--- src/hdl/rc5_ram.sv ---
`default_nettype none

module rc5_ram #(
   parameter int unsigned WIDTH = 32,
   parameter int unsigned DEPTH = 66
) (
   input  wire logic                     clock,
   input  wire logic                     wr_en,
   input  wire logic [$clog2(DEPTH)-1:0] wr_addr,
   input  wire logic [WIDTH-1:0]         wr_data,
   input  wire logic [$clog2(DEPTH)-1:0] rd_addr,
   output logic      [WIDTH-1:0]         rd_data
);

   logic [WIDTH-1:0] mem [DEPTH];
   logic [WIDTH-1:0] rd_data_ff;

   // One write port and one registered read port.
   always_ff @(posedge clock) begin
      if (wr_en) begin
         mem[wr_addr] <= wr_data;
      end
      rd_data_ff <= mem[rd_addr];
   end

   assign rd_data = rd_data_ff;

endmodule

`default_nettype wire

--- config.mk ---
export PLATFORM = sky130hd
export DESIGN_NAME = rc5_ram
export DESIGN_NICKNAME = d
export VERILOG_FILES = /design/src/hdl/rc5_ram.sv
export SDC_FILE = /design/constraint.sdc
export NUM_CORES = 2
export LEC_CHECK = 0
export BUFFER_PORTS_ARGS = -buffer_cell sky130_fd_sc_hd__buf_2
export CORE_ASPECT_RATIO = 1.2
export CORE_UTILIZATION = 30
export CTS_CLUSTER_DIAMETER = 40
export DETAILED_ROUTE_END_ITERATION = 10
export PLACE_DENSITY = 0.52
export SYNTH_ARGS = -nofsm -noshare
export SYNTH_HDL_FRONTEND = slang
export SYNTH_SLANG_ARGS = --single-unit
--- constraint.sdc ---
create_clock -name clock -period 5.5 [get_ports clock]
set_clock_uncertainty 0.1 [all_clocks]
set_input_delay 0 -clock clock [delete_from_list [all_inputs] [get_ports clock]]
set_output_delay 0 -clock clock [all_outputs]
set_load 0.03 [all_outputs]
==> metrics.md <==
| Metric | Value |
|---|---|
| Status | `finished with violations` |
| Violated checks | `design-rule violations` |
| Leak Pwr | `between 20 and 30 nW` |
| Clk root buf | `clkbuf_16` |
| Arrival time worst endpoint | `between 4 and 5 ns` |
| Synthesized cell area | `81600 sq um` |
| Wire per inst | `between 30 and 40 um` |
| Net switching power | `7.92 mW` |
| CTS tree | `yes` |
| Top post-synthesis cells by area | `edfxtp_1 (78%), mux4_2 (13%), mux2i_1 (1.7%)` |
| Cts bufs inserted | `around 240` |
| IO Port Bufs | `79` |
| Final period util | `65.8%` |
| Post-synthesis cell type count | `49` |
| Worst skew pair latency | `about 0.90 ns` |
| Tmin final | `roughly 3.6 ns` |
| Post-Route Setup TNS | `0 ns` |
| Routed Antenna Nets | `0` |
| H-tree depth | `4` |
| EDFF count, synth | `2112` |
| Clock sinks | `between 2000 and 2500` |
| Largest family of logic cells by synthesized area | `multiplexers` |
| Fmax | `approximately 0.28 GHz` |
| Die X | `approximately 480 um` |
| Layout fillers | `25000` |
| Buf/Inv on CP | `3` |
| CP Cell Sequence | `dlygate4sd3_1 > buf_8 > buf_4 > mux4_2 > nand3_1 > o2111ai_1 > a32oi_1 > o21ai_0` |
| # IOs | `80` |
| Synth Area in Simple Gates | `1.56%` |
| Most used flip-flop cell after synthesis | `edfxtp_1` |
| Largest area contributor in the netlist | `edfxtp_1` |
| Total global routing overflow | `0` |
| # nets final | `about 4000` |
| HPWL after detailed placement | `between 100000 and 150000 um` |
| Max FO, Critical Path | `74` |
| Logic pwr share | `4.6%` |
| Complex-gate fraction of the synthesized area | `2.45%` |
| Seq pwr share | `about half` |
| Largest net degree at the start of global routing | `104` |
| Clock power frac | `about 44%` |
| Initial antenna violation count | `15` |
| Slowest stage delay, CP | `~1.2 ns` |
| Yosys warns | `0` |
| First-pass GRT wire length | `approximately 330000 um` |
| CORE AREA | `270000 sq um` |
| Critical path class | `in2reg` |
| Slew @ Worst Pin | `roughly 1.4 ns` |
| Detailed Route Iter0 Violations | `3851` |
| Critical Path RT | `6.07 ns` |
| Hold Fails Final Rpt | `0` |
| Post-route design area | `~95000 sq um` |
| Most frequent cell after synthesis | `edfxtp_1` |
| Post-Synth XOR/XNOR Area | `0%` |
| Crit start category | `primary input` |
| FF+latch count, synth | `around 2100` |
| Register area share after synthesis | `between 70 and 80%` |
| Num rows | `209` |
| Hold slack | `roughly 0.24 ns` |
| Cell count after synthesis | `3610` |
| Starting Density | `30.2%` |
| Critical Path Sink Type | `flop` |
| Seq. cell area | `64100 sq um` |
| Synth top area share | `between 70 and 80%` |
| Hold crit path type | `in2reg` |
| RSZ-0062 raised after global routing | `false` |
| Mux contribution to synthesized area | `16.1%` |
| First drt pass iteration count | `10` |
| Area Growth Syn to Fin | `16.8%` |
| Post-CTS setup buffer count | `0` |
| Int Pwr | `roughly 28 mW` |
| Share of layout cells above drive strength 1 | `a little under 30%` |
| Crit path max-delay cell type | `a32oi_1` |
| Die area | `between 200000 and 300000 sq um` |
| Final Slew Violations | `0` |
| Cell area power density | `372 nW/um^2` |
| DP Area | `approximately 87000 sq um` |
| Synth Area in Adders | `0%` |
| Chip height | `~570 um` |
| Clock Pin Slew Worst Setup and Hold Paths | `around 0.06 ns` |
| Worst slew margin | `roughly 5.6%` |
| GP Congestion | `0.765` |
| Vias in the first global route | `approximately 41000` |
| Worst reg-to-reg setup slack | `2.43 ns` |
| Syn Nets | `between 3000 and 4000` |
| Synth async-reset ratio | `0%` |
| Overall Global Routing Usage | `16.8%` |
| Final setup violation count | `0` |
| Max cap viols | `0` |
| Worst VDD drop | `0.298 mV` |
| Longest Clk Path Bufs | `4` |
| Total Wirelength | `approximately 230000 um` |
| Vias | `39200` |
| Final Total Pwr | `~35 mW` |
| Remaining DRCs | `4` |
| Post-synth top cells | `edfxtp_1 (2112), mux4_2 (477), mux2i_1 (141)` |
| Crit path max-delay family | `buffers and inverters` |
| Multi-input logic area | `between 15000 and 20000 sq um` |
| Mean post-synth cell area | `approximately 23 sq um` |
| Net Sw Frac | `between 20% and 30%` |
| Via/cell ratio | `about 5.1` |
-- layout by cell type, fill, tap and decap left out, types with 34 or more instances in the layout --
| master | n |
|---|---|
| mux2i_1 | 141 |
| clkbuf_16 | 243 |
| a211oi_1 | 38 |
| clkinv_1 | 42 |
| clkinv_2 | 34 |
| mux4_2 | 477 |
| nand2_1 | 100 |
| buf_4 | 120 |
| nor2_4 | 64 |
| edfxtp_1 | 2112 |
| mux2_2 | 85 |
| buf_2 | 76 |
| a22oi_1 | 43 |
| dlygate4sd3_1 | 50 |
| o22ai_1 | 81 |
-- layout make-up --
class | count | share of cell area [%]
Antenna cell | 8 | 0.0210
Timing Repair Buffer | 262 | 2.19
Inverter | 3 | 0.0118
Sequential cell | 2144 | 67.2
Tap cell | 3587 | 4.71
Clock inverter | 169 | 1.65
Clock buffer | 270 | 6.49
Multi-Input combinational cell | 1267 | 17.7
-- worst reg2reg max path, delay by kind of cell, from the launching register on --
| kind | cells | cell delay (ns) |
|---|---|---|
| mux | 2 | 0.96 |
| compound gates | 2 | 0.93 |
| buf+inv | 1 | 0.61 |
| flops | 1 | 0.37 |
-- per-layer routing --
layer	vias up	GRT usage, %	wire (um)
met5	-	0	71
met4	12	5.04	6930
met3	324	2.15	11400
met2	1142	29.2	119000
met1	21700	21.7	95400
li1	16000	-	-
-- cells by family after synthesis --
family / count (synthesis)
muxes: 703
AOI/OAI and AO/OA: 281
and+or+nand+nor: 283
DFF: 2144
buffers and inverters: 199
-- worst paths after layout --
kind,startpoint,end,depth (start not counted)
max reg2reg,mem[5][8]$_DFFE_PP_,rd_data[8]$_DFF_P_,5
min reg2reg,mem[65][20]$_DFFE_PP_,rd_data[20]$_DFF_P_,2
max,rd_addr[0],rd_data[13]$_DFF_P_,8
min,rd_addr[4],rd_data[25]$_DFF_P_,5
-- flip-flops by register name (all words and copies together) (netlist names) --
signal   count
mem       2112
rd_data     32
-- power groups by stage --
stage	Combinational, mW	Sequential [mW]	Clock [mW]
after global placement	1.61	18.4	0
after floorplan	0.858	18.4	0
after global routing	1.73	18.1	16.6
after detailed placement	1.63	18.4	0
after CTS	1.67	18.1	16.0
final	1.64	18.1	15.7
-- per-stage QoR --
| step | instances | utilization, % | worst slack, ns |
|---|---|---|---|
| 4_1_cts | 7702 | 35.2 | 1.95 |
| 2_1_floorplan | 3610 | - | 2.27 |
| 3_3_place_gp | 7211 | 32.2 | 1.27 |
| 6_report | 7710 | 35.3 | 1.88 |
| 3_5_place_dp | 7213 | 32.2 | 1.67 |
| 5_1_grt | 7706 | 35.3 | 1.86 |
-- timing repair --
| item | in CTS | in global routing |
|---|---|---|
| resized for setup | 0 | 0 |
| hold buffers | 50 | 0 |
| hold endpoints to repair | 2319 | 0 |
Note: power is estimated with default switching activity, not from simulation.
