## config.mk

```make
export PLATFORM = sky130hd
export DESIGN_NAME = rc5_ctrl
export DESIGN_NICKNAME = d
export VERILOG_FILES = /design/src/hdl/rc5_pkg.sv /design/src/hdl/rc5_ctrl.sv
export SDC_FILE = /design/constraint.sdc
export NUM_CORES = 1
export LEC_CHECK = 0
export ABC_CLOCK_PERIOD_IN_PS = 11700
export BUFFER_PORTS_ARGS = -buffer_cell sky130_fd_sc_hd__buf_2
export CAP_MARGIN = 30
export CORE_AREA = 2 2 78 80
export CTS_BUF_LIST = sky130_fd_sc_hd__clkbuf_4
export CTS_CLUSTER_SIZE = 14
export DETAILED_ROUTE_END_ITERATION = 16
export DIE_AREA = 0 0 80 82
export GPL_TIMING_DRIVEN = 0
export MAX_ROUTING_LAYER = met4
export PLACE_DENSITY = 0.82
export SLEW_MARGIN = 20
export SYNTH_ARGS = -nofsm -noshare
export SYNTH_HDL_FRONTEND = slang
export SYNTH_SLANG_ARGS = --single-unit
export TNS_END_PERCENT = 1
```

## constraint.sdc

```tcl
create_clock -name clock -period 11.7 [get_ports clock]
set_clock_uncertainty 0.1 [all_clocks]
set_input_delay 1.17 -clock clock [delete_from_list [all_inputs] [get_ports clock]]
set_output_delay 1.17 -clock clock [all_outputs]
set_load 0.01 [all_outputs]
```

## src/hdl/rc5_pkg.sv

```systemverilog
`default_nettype none

package rc5_pkg;

   // Default build sizes.
   localparam int unsigned DEF_MAX_ROUNDS    = 32;
   localparam int unsigned DEF_MAX_KEY_BYTES = 32;

   // Fixed field widths.
   localparam int unsigned WORD_W   = 32;
   localparam int unsigned BLOCK_W  = 64;
   localparam int unsigned MODE_W   = 2;
   localparam int unsigned CFG_W    = 6;
   localparam int unsigned KEY_BITS = 256;
   localparam int unsigned CSR_AW   = 6;
   localparam int unsigned CSR_DW   = 64;

   // Magic constants of the RC5-32 key schedule.
   localparam logic [WORD_W-1:0] P32 = 32'hB7E1_5163;
   localparam logic [WORD_W-1:0] Q32 = 32'h9E37_79B9;
   localparam logic [4:0]        ROT_MASK = 5'd31;
   localparam logic [4:0]        ROT_MIX  = 5'd3;

   // Register indexes on the configuration port.
   localparam logic [2:0] REG_KEY0   = 3'd0;
   localparam logic [2:0] REG_KEY1   = 3'd1;
   localparam logic [2:0] REG_KEY2   = 3'd2;
   localparam logic [2:0] REG_KEY3   = 3'd3;
   localparam logic [2:0] REG_KEYLEN = 3'd4;
   localparam logic [2:0] REG_ROUNDS = 3'd5;

   typedef enum logic [1:0] {
      MODE_EXPAND  = 2'd0,
      MODE_ENCRYPT = 2'd1,
      MODE_DECRYPT = 2'd2,
      MODE_UNUSED  = 2'd3
   } mode_type;

   typedef enum logic [1:0] {
      RES_ZERO   = 2'd0,
      RES_ERROR  = 2'd1,
      RES_CIPHER = 2'd2
   } result_type;

   // Commands from the controller to the datapath.
   typedef struct packed {
      logic       expand_start;
      logic       cipher_start;
      logic       init_write;
      logic       mix_a;
      logic       mix_b;
      logic       cipher_step;
      logic       step_b;
      logic       step_white;
      logic       step_decrypt;
      logic       out_load;
      result_type out_kind;
   } ctrl_cmd_type;

   // Status from the datapath to the controller.
   typedef struct packed {
      logic out_busy;
   } dp_status_type;

   // Rotate left by a 5-bit amount.
   function automatic logic [WORD_W-1:0] rotl32(input logic [WORD_W-1:0] x,
                                                input logic [4:0] n);
      logic [2*WORD_W-1:0] d;
      d = {x, x} << (n & ROT_MASK);
      return d[2*WORD_W-1:WORD_W];
   endfunction

   // Rotate right by a 5-bit amount.
   function automatic logic [WORD_W-1:0] rotr32(input logic [WORD_W-1:0] x,
                                                input logic [4:0] n);
      logic [2*WORD_W-1:0] d;
      d = {x, x} >> (n & ROT_MASK);
      return d[WORD_W-1:0];
   endfunction

endpackage

`default_nettype wire

```

## src/hdl/rc5_ctrl.sv

```systemverilog
`default_nettype none

module rc5_ctrl #(
   parameter int unsigned MAX_ROUNDS    = 32,
   parameter int unsigned MAX_KEY_BYTES = 32,
   parameter int unsigned AW            = 7,
   parameter int unsigned KW_AW         = 3
) (
   input  wire logic                       clock,
   input  wire logic                       reset,
   input  wire logic                       req_tvalid,
   output logic                            req_tready,
   input  wire logic [rc5_pkg::MODE_W-1:0] req_mode,
   input  wire logic [rc5_pkg::CFG_W-1:0]  key_length,
   input  wire logic [rc5_pkg::CFG_W-1:0]  round_count,
   input  wire rc5_pkg::dp_status_type     status,
   output rc5_pkg::ctrl_cmd_type           cmd,
   output logic                            mem_we,
   output logic      [AW-1:0]              wr_addr,
   output logic      [AW-1:0]              rd_addr,
   output logic      [KW_AW-1:0]           key_idx
);

   import rc5_pkg::*;

   localparam int unsigned RW       = $clog2(MAX_ROUNDS + 1);
   localparam int unsigned DEPTH    = 2 * (MAX_ROUNDS + 1);
   localparam int unsigned KEY_WORDS = (MAX_KEY_BYTES + 3) / 4;
   localparam int unsigned MIXMAX   = (DEPTH > KEY_WORDS) ? DEPTH : KEY_WORDS;
   localparam int unsigned NW       = $clog2(3 * MIXMAX);

   typedef enum logic [7:0] {
      ST_IDLE    = 8'b0000_0001,
      ST_INIT    = 8'b0000_0010,
      ST_MIX_RD  = 8'b0000_0100,
      ST_MIX_A   = 8'b0000_1000,
      ST_MIX_B   = 8'b0001_0000,
      ST_CIPH_RD = 8'b0010_0000,
      ST_CIPH    = 8'b0100_0000,
      ST_FINISH  = 8'b1000_0000
   } state_type;

   state_type         state_ff, state_in;
   logic [AW-1:0]     addr_ff, addr_in;
   logic [KW_AW-1:0]  kidx_ff, kidx_in;
   logic [NW-1:0]     cnt_ff, cnt_in;
   logic [AW-1:0]     t_last_ff, t_last_in;
   logic [KW_AW-1:0]  c_last_ff, c_last_in;
   logic              ready_ff, ready_in;
   logic              decrypt_ff, decrypt_in;
   result_type        kind_ff, kind_in;

   logic [RW-1:0]     r_sat;
   logic [CFG_W-1:0]  len_sat;
   logic [CFG_W:0]    len_round;
   logic [4:0]        c_words;
   logic [NW-1:0]     t_cnt;
   logic [NW-1:0]     c_cnt;
   logic [NW-1:0]     mx_cnt;
   logic [NW-1:0]     mix_last;
   logic [AW-1:0]     mix_next;
   logic [AW-1:0]     ciph_next;
   mode_type          mode;

   // Schedule sizes from the configuration, saturated to the build limits.
   always_comb begin
      r_sat     = (round_count > MAX_ROUNDS) ? RW'(MAX_ROUNDS) : RW'(round_count);
      len_sat   = (key_length > MAX_KEY_BYTES) ? CFG_W'(MAX_KEY_BYTES) : key_length;
      len_round = {1'b0, len_sat} + (CFG_W+1)'(3);
      c_words   = len_round[CFG_W:2];
      t_last_in = AW'({r_sat, 1'b1});
      c_last_in = (c_words == 5'd0) ? '0 : KW_AW'(c_words - 5'd1);
      t_cnt     = (NW'(r_sat) << 1) + NW'(2);
      c_cnt     = (c_words == 5'd0) ? NW'(1) : NW'(c_words);
      mx_cnt    = (t_cnt > c_cnt) ? t_cnt : c_cnt;
      mix_last  = (mx_cnt << 1) + mx_cnt - NW'(1);
      mode      = mode_type'(req_mode);
   end

   // Next subkey indexes: wrapping for mixing, up or down for the cipher.
   always_comb begin
      mix_next  = (addr_ff == t_last_ff) ? '0 : addr_ff + AW'(1);
      ciph_next = decrypt_ff ? addr_ff - AW'(1) : addr_ff + AW'(1);
   end

   // Sequencer.
   always_comb begin
      state_in   = state_ff;
      addr_in    = addr_ff;
      kidx_in    = kidx_ff;
      cnt_in     = cnt_ff;
      ready_in   = ready_ff;
      decrypt_in = decrypt_ff;
      kind_in    = kind_ff;
      cmd        = '0;
      cmd.out_kind     = kind_ff;
      cmd.step_b       = addr_ff[0];
      cmd.step_white   = (addr_ff[AW-1:1] == '0);
      cmd.step_decrypt = decrypt_ff;
      mem_we     = 1'b0;
      rd_addr    = addr_ff;
      req_tready = 1'b0;

      case (state_ff)
         ST_IDLE: begin
            req_tready = 1'b1;
            if (req_tvalid) begin
               case (mode)
                  MODE_EXPAND: begin
                     cmd.expand_start = 1'b1;
                     addr_in  = '0;
                     kidx_in  = '0;
                     cnt_in   = mix_last;
                     ready_in = 1'b1;
                     kind_in  = RES_ZERO;
                     state_in = ST_INIT;
                  end
                  MODE_ENCRYPT, MODE_DECRYPT: begin
                     if (ready_ff) begin
                        cmd.cipher_start = 1'b1;
                        decrypt_in = (mode == MODE_DECRYPT);
                        addr_in    = (mode == MODE_DECRYPT) ? t_last_ff : '0;
                        cnt_in     = NW'(t_last_ff);
                        kind_in    = RES_CIPHER;
                        state_in   = ST_CIPH_RD;
                     end else begin
                        kind_in  = RES_ERROR;
                        state_in = ST_FINISH;
                     end
                  end
                  default: begin
                     kind_in  = RES_ZERO;
                     state_in = ST_FINISH;
                  end
               endcase
            end
         end
         ST_INIT: begin
            cmd.init_write = 1'b1;
            mem_we = 1'b1;
            if (addr_ff == t_last_ff) begin
               addr_in  = '0;
               state_in = ST_MIX_RD;
            end else begin
               addr_in = addr_ff + AW'(1);
            end
         end
         ST_MIX_RD: begin
            state_in = ST_MIX_A;
         end
         ST_MIX_A: begin
            cmd.mix_a = 1'b1;
            mem_we    = 1'b1;
            state_in  = ST_MIX_B;
         end
         ST_MIX_B: begin
            cmd.mix_b = 1'b1;
            rd_addr   = mix_next;
            addr_in   = mix_next;
            kidx_in   = (kidx_ff == c_last_ff) ? '0 : kidx_ff + KW_AW'(1);
            if (cnt_ff == '0) begin
               state_in = ST_FINISH;
            end else begin
               cnt_in   = cnt_ff - NW'(1);
               state_in = ST_MIX_A;
            end
         end
         ST_CIPH_RD: begin
            state_in = ST_CIPH;
         end
         ST_CIPH: begin
            cmd.cipher_step = 1'b1;
            if (cnt_ff == '0) begin
               state_in = ST_FINISH;
            end else begin
               rd_addr  = ciph_next;
               addr_in  = ciph_next;
               cnt_in   = cnt_ff - NW'(1);
            end
         end
         ST_FINISH: begin
            if (!status.out_busy) begin
               cmd.out_load = 1'b1;
               state_in     = ST_IDLE;
            end
         end
         default: begin
            state_in = ST_IDLE;
         end
      endcase
   end

   always_ff @(posedge clock) begin
      if (reset) begin
         state_ff   <= ST_IDLE;
         ready_ff   <= 1'b0;
         kind_ff    <= RES_ZERO;
         decrypt_ff <= 1'b0;
      end else begin
         state_ff   <= state_in;
         ready_ff   <= ready_in;
         kind_ff    <= kind_in;
         decrypt_ff <= decrypt_in;
      end
   end

   // Schedule sizes are latched when an expansion starts.
   always_ff @(posedge clock) begin
      addr_ff <= addr_in;
      kidx_ff <= kidx_in;
      cnt_ff  <= cnt_in;
      if (cmd.expand_start) begin
         t_last_ff <= t_last_in;
         c_last_ff <= c_last_in;
      end
   end

   assign wr_addr = addr_ff;
   assign key_idx = kidx_ff;

endmodule

`default_nettype wire

```

==> results.json <==
{
  "status": "completed",
  "grt.total_usage_pct": 26.0,
  "hold_viol_final": 0,
  "postCtsHoldBufs": 0,
  "power_switching_share_pct": 40.1,
  "grt_antenna_before_repair": 0,
  "min_period_ns": 5.31,
  "die-area_um2": 6560,
  "cp-end-kind": "flop",
  "rows": 28,
  "wl_per_cell_um": 15.4,
  "h-tree-depth": 2,
  "syn_nets": 442,
  "arrival_ns": 5.29,
  "drv_cap": 0,
  "hpwl_um": 6260,
  "cts.sinks": 39,
  "cts_root_buffer": "clkbuf_4",
  "reg2reg_setup_slack_ns": 8.59,
  "netlist_instances": 401,
  "firstDrtPassIters": 6,
  "layout.cells.non_filler": 530,
  "ir_worst_vdd_v": 0.0000585,
  "cp_slowest_cell": "a21oi_1",
  "grt_pass1_wl_um": 13100,
  "yosysUniqueCellTypes": 59,
  "rsz0062_at_grt": "false",
  "finalSetupViolations": 0,
  "p_sw_uw": 183,
  "initial_core_util_pct": 58.9,
  "final_nets": 495,
  "drive_gt1_share_pct": 16.3,
  "coreArea_um2": 5750,
  "route.detailed.drc": 0,
  "drv_slew": 0,
  "synth-main-ff-cell": "edfxtp_1",
  "die_x_um": 80,
  "routed_wl_um": 8140,
  "clkPwrFrac_pct": 16.0,
  "synth-edff-count": 27,
  "syn_avg_cell_area_um2": 8.44,
  "dp_cells": 522,
  "clk_latency_ns": 0.36,
  "critPathMaxStageDelay_ns": 0.37,
  "io_pins": 49,
  "synthToLayoutAreaGrowth_pct": 11.3,
  "power.internal_uw": 273,
  "cts_resized": 0,
  "critPathLaunchType": "input pin",
  "seq_area_frac_synth_pct": 31.1,
  "vias_per_cell": 5.98,
  "p_leak_uw": 0.00165,
  "r2r_start": "state_ff[7]",
  "clk_pin_slew_ns": 0.11,
  "cts_buffers": 5,
  "seq_power_share_pct": 40.2,
  "critPathKind": "in -> reg",
  "grt_overflow": 0,
  "worstHoldPathType": "reg -> reg",
  "vias": 3170,
  "cts_buffer_depth": 2,
  "path_cells": "clkbuf_1 -> nand2b_1 -> inv_1 -> ha_1 -> ha_1 -> a211oi_1 -> o21bai_1 -> a21oi_1 -> o21ai_0 -> ha_1 -> inv_1 -> ha_1 -> o21a_1 -> o21ai_0 -> a21oi_1 -> and3_1 -> a221oi_1 -> o311ai_0",
  "rr_worst_depth": 7,
  "postLayoutCoreUtil_pct": 65.5,
  "post_dp_cell_area_um2": 3710,
  "ys_seq_elements": 39,
  "crit_start": "round_count[5]",
  "chipHeight_um": 82,
  "port_buffers": 45,
  "cp_max_fo": 10,
  "drtIter0Drc": 218,
  "postLayoutCellArea_um2": 3770,
  "comb_power_share_pct": 43.9,
  "cp-endpoint": "cnt_ff[7]",
  "ant_nets": 0,
  "slew_headroom_pct": 50.7,
  "place_congestion": 0.953,
  "pwr_density_cell_nw_per_um2": 121,
  "antenna_cells": 0,
  "fmax_mhz": 188,
  "syn_area_um2": 3380,
  "async_flop_share_pct": 0,
  "critical_path.most_common_cell": "ha_1",
  "rr_endpoint": "cnt_ff[4]",
  "finalPower_uw": 457,
  "grt_pass1_vias": 2809,
  "ys_warn_count": 0,
  "grt_max_degree": 14,
  "worstMarginPinSlew_ns": 0.732,
  "crit_required_ns": 11.68,
  "cts_tree": "done",
  "post-route-period-util_pct": 45.4,
  "fin_setup_tns_ns": 0,
  "postCtsSetupBuffers": 0,
  "min_path_cells": 2
}
[kinds of logic (layout without fill, tap and decap cells)]
family | Yosys count | after routing | share of synthesized area, %
AOI/OAI and AO/OA | 98 | 98 | 19.7
other | 1 | 1 | 0.111
and+or+nand+nor | 156 | 156 | 24.4
buffers and inverters | 49 | 103 | 6.95
DFF | 39 | 39 | 31.1
xor gates and xnor gates | 30 | 30 | 7.76
adders and majority gates | 23 | 23 | 8.50
muxes | 5 | 5 | 1.48
[cell usage after synthesis, types with 7 or more instances]
| cell type | n | area share (%) |
|---|---|---|
| inv_1 | 30 | 3.3 |
| nand2_1 | 31 | 3.4 |
| edfxtp_1 | 27 | 24 |
| a31oi_1 | 12 | 2.2 |
| clkbuf_1 | 9 | 1.0 |
| xnor2_1 | 15 | 3.9 |
| a21oi_1 | 22 | 3.3 |
| nor2_1 | 44 | 4.9 |
| nor2b_1 | 10 | 1.8 |
| and3_1 | 7 | 1.3 |
| xor2_1 | 15 | 3.9 |
| ha_1 | 23 | 8.5 |
| a211oi_1 | 8 | 1.8 |
| dfxtp_1 | 12 | 7.1 |
| o21ai_0 | 13 | 1.9 |
| nor3_1 | 12 | 1.8 |
| nand3_1 | 10 | 1.5 |
[per-layer routing]
| metal | wire [um] | share of wire, % | up-vias | track usage (%) |
|---|---|---|---|---|
| li1 | - | - | 1566 | - |
| met1 | 3470 | 43 | 1455 | 32.5 |
| met5 | 0 | 0 | - | - |
| met4 | 99 | 1.2 | 0 | 7.63 |
| met2 | 4070 | 50 | 137 | 44.9 |
| met3 | 497 | 6.1 | 12 | 2.42 |
[worst max-delay path, delay by kind of cell]
kind            cells  cell delay (ns)
compound gates      9             1.88
simple gates        2             0.44
fa+ha+maj           4             1.37
buf+inv             3             0.41
[worst min-delay path by stage]
stage / end / start / slack [ns]
finish: ready_ff / ready_ff / 0.38
global route: ready_ff / ready_ff / 0.44
CTS: ready_ff / ready_ff / 0.38
detailed placement: ready_ff / ready_ff / 0.36
global placement: ready_ff / ready_ff / 0.35
floorplan: ready_ff / ready_ff / 0.34
[power by group through the flow]
stage               sequential (uW)  combinational [uW]  clock (uW)
detailed placement              186                 198           0
global placement                186                 192           0
CTS                             183                 199        74.1
global route                    185                 223        78.1
finish                          183                 200        73.0
floorplan                       185                 149           0
[cells in the final DEF (no fill, tap or decap), drive strengths merged, types with 4 or more instances in the layout]
cell type,synthesis,final
nand2b,5,5
buf,7,53
a31oi,12,12
clkbuf,12,17
nor3b,5,5
or3,4,4
nor2,45,45
nand3,11,11
a211oi,8,8
dfxtp,12,12
o21ai,16,16
nand4,4,4
a21o,6,6
a221o,6,6
nand3b,5,5
inv,30,30
nor3,12,12
and3,7,7
ha,23,23
mux2i,5,5
nand2,32,32
nor2b,10,10
xor2,15,15
xnor2,15,15
a22oi,4,4
edfxtp,27,27
a21oi,22,22
nor4,8,8
[metrics by stage]
stage | worst slack (ns) | hold WS (ns)
after global placement | 6.12 | 0.352
after CTS | 6.43 | 0.383
final | 6.39 | 0.384
after global routing | 6.08 | 0.435
after floorplan | 6.67 | 0.339
after detailed placement | 6.07 | 0.365
[registers in the layout, summed over array words and instances (netlist names)]
signal / count
c_last_ff: 3
cnt_ff: 8
decrypt_ff: 1
key_idx: 3
kind_ff: 2
ready_ff: 1
state_ff: 8
t_last_ff: 6
wr_addr: 7
[cell type report]
class,count,area (um^2)
Fill cell,527,1980
Buffer,19,123
Timing Repair Buffer,46,230
Clock buffer,5,37.5
Tap cell,75,93.8
Multi-Input combinational cell,313,2100
Inverter,30,113
Sequential cell,39,1050
Clock inverter,3,20.0
Power figures use the tool's default switching activity.
